[config.mk]
export PLATFORM = sky130hd
export DESIGN_NAME = overwrite_ring_buffer_top
export DESIGN_NICKNAME = d
export VERILOG_FILES = /design/src/orb_pkg.sv /design/src/overwrite_ring_buffer_top.sv /design/src/orb_mem.sv /design/src/orb_ptr.sv
export VERILOG_INCLUDE_DIRS = /design/src /design/src/src
export SDC_FILE = /design/constraint.sdc
export NUM_CORES = 2
export LEC_CHECK = 0
export BUFFER_PORTS_ARGS = -buffer_cell sky130_fd_sc_hd__clkbuf_2
export CAP_MARGIN = 20
export CORE_ASPECT_RATIO = 1.25
export CORE_MARGIN = 3
export CORE_UTILIZATION = 45
export DETAILED_ROUTE_END_ITERATION = 10
export GPL_ROUTABILITY_DRIVEN = 1
export PLACE_DENSITY = 0.68
export SYNTH_ARGS = -nofsm -noshare
export SYNTH_HDL_FRONTEND = slang
export SYNTH_SLANG_ARGS = --single-unit
[constraint.sdc]
create_clock -name clk -period 30.8 [get_ports clk]
set_input_delay 1.54 -clock clk [delete_from_list [all_inputs] [get_ports clk]]
set_output_delay 1.54 -clock clk [all_outputs]
set_load 0.02 [all_outputs]
[src/overwrite_ring_buffer_top_assert.svh]
// Assertion macros used by the ring buffer RTL.
// Expects a clock named clk and an active-low reset named arst_n in scope.
`ifndef OVERWRITE_RING_BUFFER_TOP_ASSERT_SVH
`define OVERWRITE_RING_BUFFER_TOP_ASSERT_SVH

// Same-cycle implication, disabled during reset.
`define ORB_ASSERT_IMPLIES(label, ante, cons, msg) \
	label: assert property (@(posedge clk) disable iff (!arst_n) (ante) |-> (cons)) \
		else $error(msg);

// Next-cycle implication, disabled during reset.
`define ORB_ASSERT_NEXT(label, ante, cons, msg) \
	label: assert property (@(posedge clk) disable iff (!arst_n) (ante) |=> (cons)) \
		else $error(msg);

`endif

[src/orb_pkg.sv]
// Package for the overwrite ring buffer: item types, command codes, defaults.
// No dependencies.
`timescale 1ns / 1ps

package orb_pkg;

	localparam int DEPTH_DEFAULT = 16;

	localparam logic [1:0] CMD_READ   = 2'd0;
	localparam logic [1:0] CMD_WRITE  = 2'd1;
	localparam logic [1:0] CMD_REMOVE = 2'd2;

	typedef struct packed {
		logic [1:0]  command;
		logic [63:0] latitude_bits;
		logic [63:0] longitude_bits;
		logic [31:0] heading_bits;
	} req_t;

	typedef struct packed {
		logic        found;
		logic [63:0] out_latitude;
		logic [63:0] out_longitude;
		logic [31:0] out_heading;
	} rsp_t;

	typedef struct packed {
		logic [63:0] latitude;
		logic [63:0] longitude;
		logic [31:0] heading;
	} rec_t;

	typedef struct packed {
		logic wr_en;
		logic rd_en;
	} mem_ctl_t;

endpackage

[src/overwrite_ring_buffer_top.sv]
// Overwrite ring buffer: a read is staged in the memory, then at the output.
// Throughput is one item per cycle, set by the one read and one write port of
// the record memory; an input stall comes only from a held output.
// Reset zeroes both pointers; the memory is not cleared, since a slot counts
// as valid only between the pointers. An empty buffer reads as zeros.
// Depends on orb_pkg, orb_ptr, orb_mem and overwrite_ring_buffer_top_assert.svh.
`timescale 1ns / 1ps
`include "overwrite_ring_buffer_top_assert.svh"

module overwrite_ring_buffer_top #(
	parameter int DEPTH = orb_pkg::DEPTH_DEFAULT
) (
	input  logic          clk,
	input  logic          arst_n,
	input  logic          req_valid,
	output logic          req_stall,
	input  orb_pkg::req_t req,
	output logic          rsp_valid,
	input  logic          rsp_stall,
	output orb_pkg::rsp_t rsp
);
	import orb_pkg::*;

	localparam int AW = $clog2(DEPTH);

	logic          accept;
	mem_ctl_t      ctl;
	logic [AW-1:0] wr_addr;
	logic [AW-1:0] rd_addr;
	logic          nonempty;
	rec_t          wr_data;
	rec_t          rd_data;
	logic          rd_pend_s1;
	logic          found_s1;
	logic          rsp_valid_q;
	rsp_t          rsp_q;
	logic          out_free;

	assign out_free  = !rsp_valid_q || !rsp_stall;
	assign req_stall = rd_pend_s1 && !out_free;
	assign accept    = req_valid && !req_stall;

	assign wr_data.latitude  = req.latitude_bits;
	assign wr_data.longitude = req.longitude_bits;
	assign wr_data.heading   = req.heading_bits;

	orb_ptr #(
		.DEPTH(DEPTH),
		.AW   (AW)
	) u_ptr (
		.clk     (clk),
		.arst_n  (arst_n),
		.accept  (accept),
		.command (req.command),
		.ctl     (ctl),
		.wr_addr (wr_addr),
		.rd_addr (rd_addr),
		.nonempty(nonempty)
	);

	orb_mem #(
		.DEPTH(DEPTH),
		.AW   (AW)
	) u_mem (
		.clk    (clk),
		.ctl    (ctl),
		.wr_addr(wr_addr),
		.wr_data(wr_data),
		.rd_addr(rd_addr),
		.rd_data(rd_data)
	);

	always_ff @(posedge clk or negedge arst_n) begin
		if (!arst_n) begin
			rd_pend_s1 <= 1'b0;
		end else if (ctl.rd_en) begin
			rd_pend_s1 <= 1'b1;
		end else if (out_free) begin
			rd_pend_s1 <= 1'b0;
		end
	end

	always_ff @(posedge clk) begin
		if (ctl.rd_en) begin
			found_s1 <= nonempty;
		end
	end

	always_ff @(posedge clk or negedge arst_n) begin
		if (!arst_n) begin
			rsp_valid_q <= 1'b0;
		end else if (out_free) begin
			rsp_valid_q <= rd_pend_s1;
		end
	end

	always_ff @(posedge clk) begin
		if (rd_pend_s1 && out_free) begin
			rsp_q.found         <= found_s1;
			rsp_q.out_latitude  <= found_s1 ? rd_data.latitude : '0;
			rsp_q.out_longitude <= found_s1 ? rd_data.longitude : '0;
			rsp_q.out_heading   <= found_s1 ? rd_data.heading : '0;
		end
	end

	assign rsp_valid = rsp_valid_q;
	assign rsp       = rsp_q;

	`ORB_ASSERT_NEXT(a_rd_s1, accept && (req.command == CMD_READ), rd_pend_s1, "read not staged")
	`ORB_ASSERT_NEXT(a_s1_held, rd_pend_s1 && rsp_valid && rsp_stall, rd_pend_s1, "held read lost")
	`ORB_ASSERT_NEXT(a_s1_to_out, rd_pend_s1 && out_free, rsp_valid, "read did not reach the output")

endmodule

[src/orb_mem.sv]
// Record memory of the ring buffer: one write port, one registered read port.
// Depends on orb_pkg.
`timescale 1ns / 1ps

module orb_mem #(
	parameter int DEPTH = orb_pkg::DEPTH_DEFAULT,
	parameter int AW = $clog2(DEPTH)
) (
	input  logic              clk,
	input  orb_pkg::mem_ctl_t ctl,
	input  logic [AW-1:0]     wr_addr,
	input  orb_pkg::rec_t     wr_data,
	input  logic [AW-1:0]     rd_addr,
	output orb_pkg::rec_t     rd_data
);
	import orb_pkg::*;

	rec_t mem [DEPTH];
	rec_t rd_data_q;

	always_ff @(posedge clk) begin
		if (ctl.wr_en) begin
			mem[wr_addr] <= wr_data;
		end
	end

	always_ff @(posedge clk) begin
		if (ctl.rd_en) begin
			rd_data_q <= mem[rd_addr];
		end
	end

	assign rd_data = rd_data_q;

endmodule

[src/orb_ptr.sv]
// Read and write pointers of the ring buffer and the memory access control.
// Depends on orb_pkg.
`timescale 1ns / 1ps

module orb_ptr #(
	parameter int DEPTH = orb_pkg::DEPTH_DEFAULT,
	parameter int AW = $clog2(DEPTH)
) (
	input  logic              clk,
	input  logic              arst_n,
	input  logic              accept,
	input  logic [1:0]        command,
	output orb_pkg::mem_ctl_t ctl,
	output logic [AW-1:0]     wr_addr,
	output logic [AW-1:0]     rd_addr,
	output logic              nonempty
);
	import orb_pkg::*;

	localparam logic [AW-1:0] LAST = AW'(DEPTH - 1);

	logic [AW-1:0] head_q;
	logic [AW-1:0] tail_q;
	logic [AW-1:0] head_inc;
	logic [AW-1:0] tail_inc;

	assign head_inc = (head_q == LAST) ? '0 : head_q + 1'b1;
	assign tail_inc = (tail_q == LAST) ? '0 : tail_q + 1'b1;

	assign nonempty = (head_q != tail_q);
	assign wr_addr  = tail_q;
	assign rd_addr  = head_q;
	assign ctl.wr_en = accept && (command == CMD_WRITE);
	assign ctl.rd_en = accept && (command == CMD_READ);

	always_ff @(posedge clk or negedge arst_n) begin
		if (!arst_n) begin
			head_q <= '0;
			tail_q <= '0;
		end else if (accept) begin
			unique case (command)
				CMD_WRITE: begin
					tail_q <= tail_inc;
					if (tail_inc == head_q) begin
						head_q <= head_inc;
					end
				end
				CMD_REMOVE: begin
					if (nonempty) begin
						head_q <= head_inc;
					end
				end
				default: begin
				end
			endcase
		end
	end

endmodule

---- After elaboration in Yosys (flattened, before gate mapping) ----
Memory sizes are Yosys's and may differ from the RTL's. A register that Yosys moved wholly into a read port is not among the register bits.
Index checks and enable logic that the tools add are counted.
storage, ports and cells
  register bits after elaboration ......... 172
  RAM bits ................................ 2560
  input port bits ......................... 166
  memories ................................ 1
operators by class
  add/sub/neg operators ................... 2
  equality and inequality tests ........... 8
  mux-type cells .......................... 9
  reductions and logical operators ........ 15
memories
  memory     words  bits a word  read ports  clocked after memory_dff  write ports  RTL line       source
  u_mem.mem  16     160          1           1                         1            orb_mem.sv:18  rec_t mem [DEPTH];
operators by type and width
  operator                                                         count
  4-bit 2-to-1 mux                                                 4
  4-bit by 1-bit adder with 4-bit output, second input constant    2
  4-bit == test, second input constant                             2
  4-bit one-hot mux with 2 select lines                            1
  1-bit logical AND                                                5
  4-bit == test                                                    1
  1-bit logical NOT                                                4
  1-bit 2-to-1 mux                                                 4
  2-bit != test, second input constant                             2
  4-bit != test                                                    1
  4-bit AND reduction                                              1
  2-bit nonzero test                                               2
  2-bit by 1-bit == test with 1-bit output, second input constant  1
  2-bit == test, second input constant                             1
  2-bit logical NOT                                                1
  2-bit AND reduction                                              1
  1-bit logical OR                                                 1

---- Longest topological paths before layout ----
  word-level depth ........................ 9
  mapped depth ............................ 7

---- Modules after synthesis ----
A second synthesis with hierarchy kept.
unflattened totals
  cells, all modules ...................... 4601
  area, all modules ....................... 107634.5 um^2
modules (own cells, without submodules)
  module                     instances  cells each  area an instance (um^2)  sequential area each (um^2)
  orb_mem                    1          4191        100901.8                 81678.3
  overwrite_ring_buffer_top  1          347         6105.9                   4914.7
  orb_ptr                    1          63          626.9                    200.2

---- Worst setup path after synthesis ----
Ideal clock, no wire load.
  path type ............................... input -> register
  start ................................... in rsp_stall
  end ..................................... reg rsp_q, in the netlist rsp[0] (enable)
  library setup time ...................... 0.926 ns
  arrival ................................. 13.156 ns
  path slack .............................. 16.718 ns
  cell stages on the path ................. 1
  buffers on the path ..................... 0
  path through ............................ a21boi_0
between the ends
  word-level cells in the longest chain between the ends .. 3
ends and longest elaborated chain
  what                RTL line                         source
  start: declaration  overwrite_ring_buffer_top.sv:19  input logic rsp_stall,
  1-bit logical NOT   overwrite_ring_buffer_top.sv:39  assign out_free = !rsp_valid_q || !rsp_stall;
  1-bit logical OR    overwrite_ring_buffer_top.sv:39
  1-bit logical AND   overwrite_ring_buffer_top.sv:98  if (rd_pend_s1 && out_free) begin
  end: declaration    overwrite_ring_buffer_top.sv:36  rsp_t rsp_q;
No other way between the ends.
A chain may end at the register's enable or synchronous reset.

==> impl_metrics.env <==
export IMPL_ys_ff_latch=2892
export IMPL_tightest_slew_ns=1.10
export IMPL_cp_max_fo=117
export IMPL_syn_to_final_growth_pct=13.6
export IMPL_die_x_microns=443
export IMPL_drt_total_wl_microns=243000
export IMPL_dieArea_sq_mm=0.244
export IMPL_syn_nets=4306
export IMPL_multiInputGateArea_sq_mm=0.0197
export IMPL_grt_pass1_vias=49251
export IMPL_synthArstFlopShare_pct=0.346
export IMPL_finalHoldViolCount=0
export IMPL_synthFlopType="edfxtp_1"
export IMPL_finalInstanceArea_sq_mm=0.122
export IMPL_synth_avg_cell_area_sq_um=26.0
export IMPL_cts_tree="built"
export IMPL_busiest_layer="met2"
export IMPL_ctsHoldBuffers=0
export IMPL_h_tree_depth=5
export IMPL_start_util_pct=45.4
export IMPL_start_kind="flop"
export IMPL_crit_arrival_ns=5.60
export IMPL_cp_required_ns=31.35
export IMPL_yosysMostFrequentCell="edfxtp_1"
export IMPL_place_ws_ns=25.15
export IMPL_die_h_microns=552
export IMPL_dpl_instance_area_sq_mm=0.113
export IMPL_drt_pass1_iterations=5
export IMPL_r2r_cells=5
export IMPL_grt_use_met2_pct=33.4
export IMPL_grt_overflow_total=0
export IMPL_crit_path_cell_trace="buf_12 -> buf_4 -> buf_4 -> mux4_2 -> mux4_2"
export IMPL_relSlewSlack_pct=26.5
export IMPL_end_kind="flop"
export IMPL_layout_setup_ws_ns=25.76
export IMPL_powerDensity_mw_per_mm2=81.1
export IMPL_grt_max_degree=155
export IMPL_dp_hpwl_microns=118000
export IMPL_ant_nets=0
export IMPL_period_needed_ns=5.04
export IMPL_total_power_w=0.00988
export IMPL_regArea_sq_mm=0.0868
export IMPL_grt_util_met3_pct=3.65
export IMPL_cp_slowest_cell="dfrtp_4"
export IMPL_tns_ns=0
export IMPL_yosysSeqAreaShare_pct=80.9
export IMPL_fmax_mhz=198
export IMPL_syn_inst=4135
export IMPL_place_congestion=0.735
export IMPL_cts_resized=0
export IMPL_clkLatencyLatePin_ns=0.85
export IMPL_final_nets=4812
export IMPL_drv_slew=0
export IMPL_fin_util_pct=51.6
export IMPL_drc=0
export IMPL_peakVddDrop_v=0.0000864
export IMPL_critPathKind="reg2reg"
export IMPL_setup_viol=0
export IMPL_critPathMaxStageDelay_ns=1.06
export IMPL_netlist_top_cells_area="edfxtp_1 81%, mux4_2 17%, and2_1 0.93%, clkbuf_1 0.32%, buf_2 0.28%"
export IMPL_synth_cell_types=39
export IMPL_min_path_type="reg2reg"
export IMPL_vias=46855
export IMPL_synth_edf_count=2882
export IMPL_ios=329
export IMPL_max_cap_viol_count=0
export IMPL_synth_largest_area_cell="edfxtp_1"
export IMPL_finalCritPeriodShare_pct=16.4
export IMPL_fin_skew_ns=0.0562
export IMPL_rsz0062_at_grt="false"
export IMPL_row_count=199
export IMPL_core_area_sq_mm=0.236
export IMPL_synth_top_area_share_pct=80.6
export IMPL_p_leak_nw=37.9
export IMPL_antenna_found_initial=58
export IMPL_synth_commonest_cells="2,882 x edfxtp_1, 800 x mux4_2, 160 x and2_1"
export IMPL_grtUsageTotal_pct=19.8
export IMPL_wl_per_cell_microns=30.4
export IMPL_yosysWarnings=0
export IMPL_drt_vias_per_instance=5.87
export IMPL_grt_pass1_wl_microns=351000
export IMPL_clkSinkCount=2892
export IMPL_drive_gt1_share_pct=33.9
export IMPL_n_fill_cell=17730
export IMPL_clock_root_buffer="clkbuf_16"
export IMPL_clk_pin_slew_ns=0.07
export IMPL_status="completed"
export IMPL_numPortBuffers=328
export IMPL_drtIter0Drc=5264
export IMPL_cts_setup_buffers=0
export IMPL_synthesis_area_sq_mm=0.107
export IMPL_hold_depth=1
export IMPL_cts_made_buffers=285
export IMPL_globalRouteMet1Util_pct=27.2
export IMPL_clockBufferDepth=4
state kept, by name (all words and copies together) (netlist names):
name and count:
u_mem.mem 2560, rsp 161, u_mem.rd_data 160, u_ptr.rd_addr 4
u_ptr.wr_addr 4, found_s1 1, rd_pend_s1 1, rsp_valid 1
layer usage:
metal  share of wire, %  up-vias
met4                1.9       30
met3                7.1      396
li1                   -    18898
met2                 51     1838
met1                 40    25693
met5              0.074        -
where the power goes:
group          leakage (nW)  internal (W)  total (W)  switching, W
sequential             26.1       0.00450    0.00458     0.0000740
clock                  4.38       0.00194    0.00339       0.00145
combinational          7.35       0.00103    0.00192      0.000896
area by class of cell:
type,instances,share of cell area (%)
timing repair buffer,418,2.04
clock buffer,338,6.10
antenna,19,0.0390
sequential,2892,71.2
tap,3115,3.20
multi-input combinational,1037,16.1
inverter,7,0.0277
clock inverter,157,1.28
logic make-up after synthesis:
group	synth area share (%)
compound gates	0.120
xor+xnor	0.0735
fa+ha+maj	0.0583
buf+inv	0.922
flops	80.9
mux	16.8
simple gates	1.13
final timing paths:
kind,startpoint,endpoint,slack [ns]
setup reg to reg,u_ptr.rd_addr[0],u_mem.rd_data[154],25.76
setup / recovery,u_ptr.rd_addr[0],u_mem.rd_data[154],25.76
max in group asynchronous,arst_n,u_ptr.rd_addr[0],29.76
min in group asynchronous,arst_n,u_ptr.rd_addr[1],0.63
hold reg to reg,u_mem.rd_data[121],rsp[121],0.51
hold / removal,u_mem.rd_data[121],rsp[121],0.51
critical path, delay by kind of cell, from the launching register on:
kind	cells	cell delay (ns)
buf+inv	3	2.24
mux	2	1.10
flops	1	1.06
through the flow:
stage,hold WS (ns),cells
after floorplan,0.443,4135
after global placement,0.489,7469
after detailed placement,0.495,7469
after CTS,0.508,7964
after global routing,0.531,7968
final,0.510,7983
layout by cell type, fill, tap and decap left out, types with 7 or more instances in the layout:
cell type	count
edfxtp_1	2882
mux4_2	800
clkbuf_2	328
clkbuf_16	289
and2_1	160
buf_4	76
clkinv_1	51
clkbuf_1	47
clkinv_2	42
bufinv_16	24
diode_2	19
buf_12	14
inv_6	13
nand2_1	12
nor2_4	12
clkinvlp_4	11
dfrtp_1	7
Note: power is estimated with default switching activity, not from simulation.
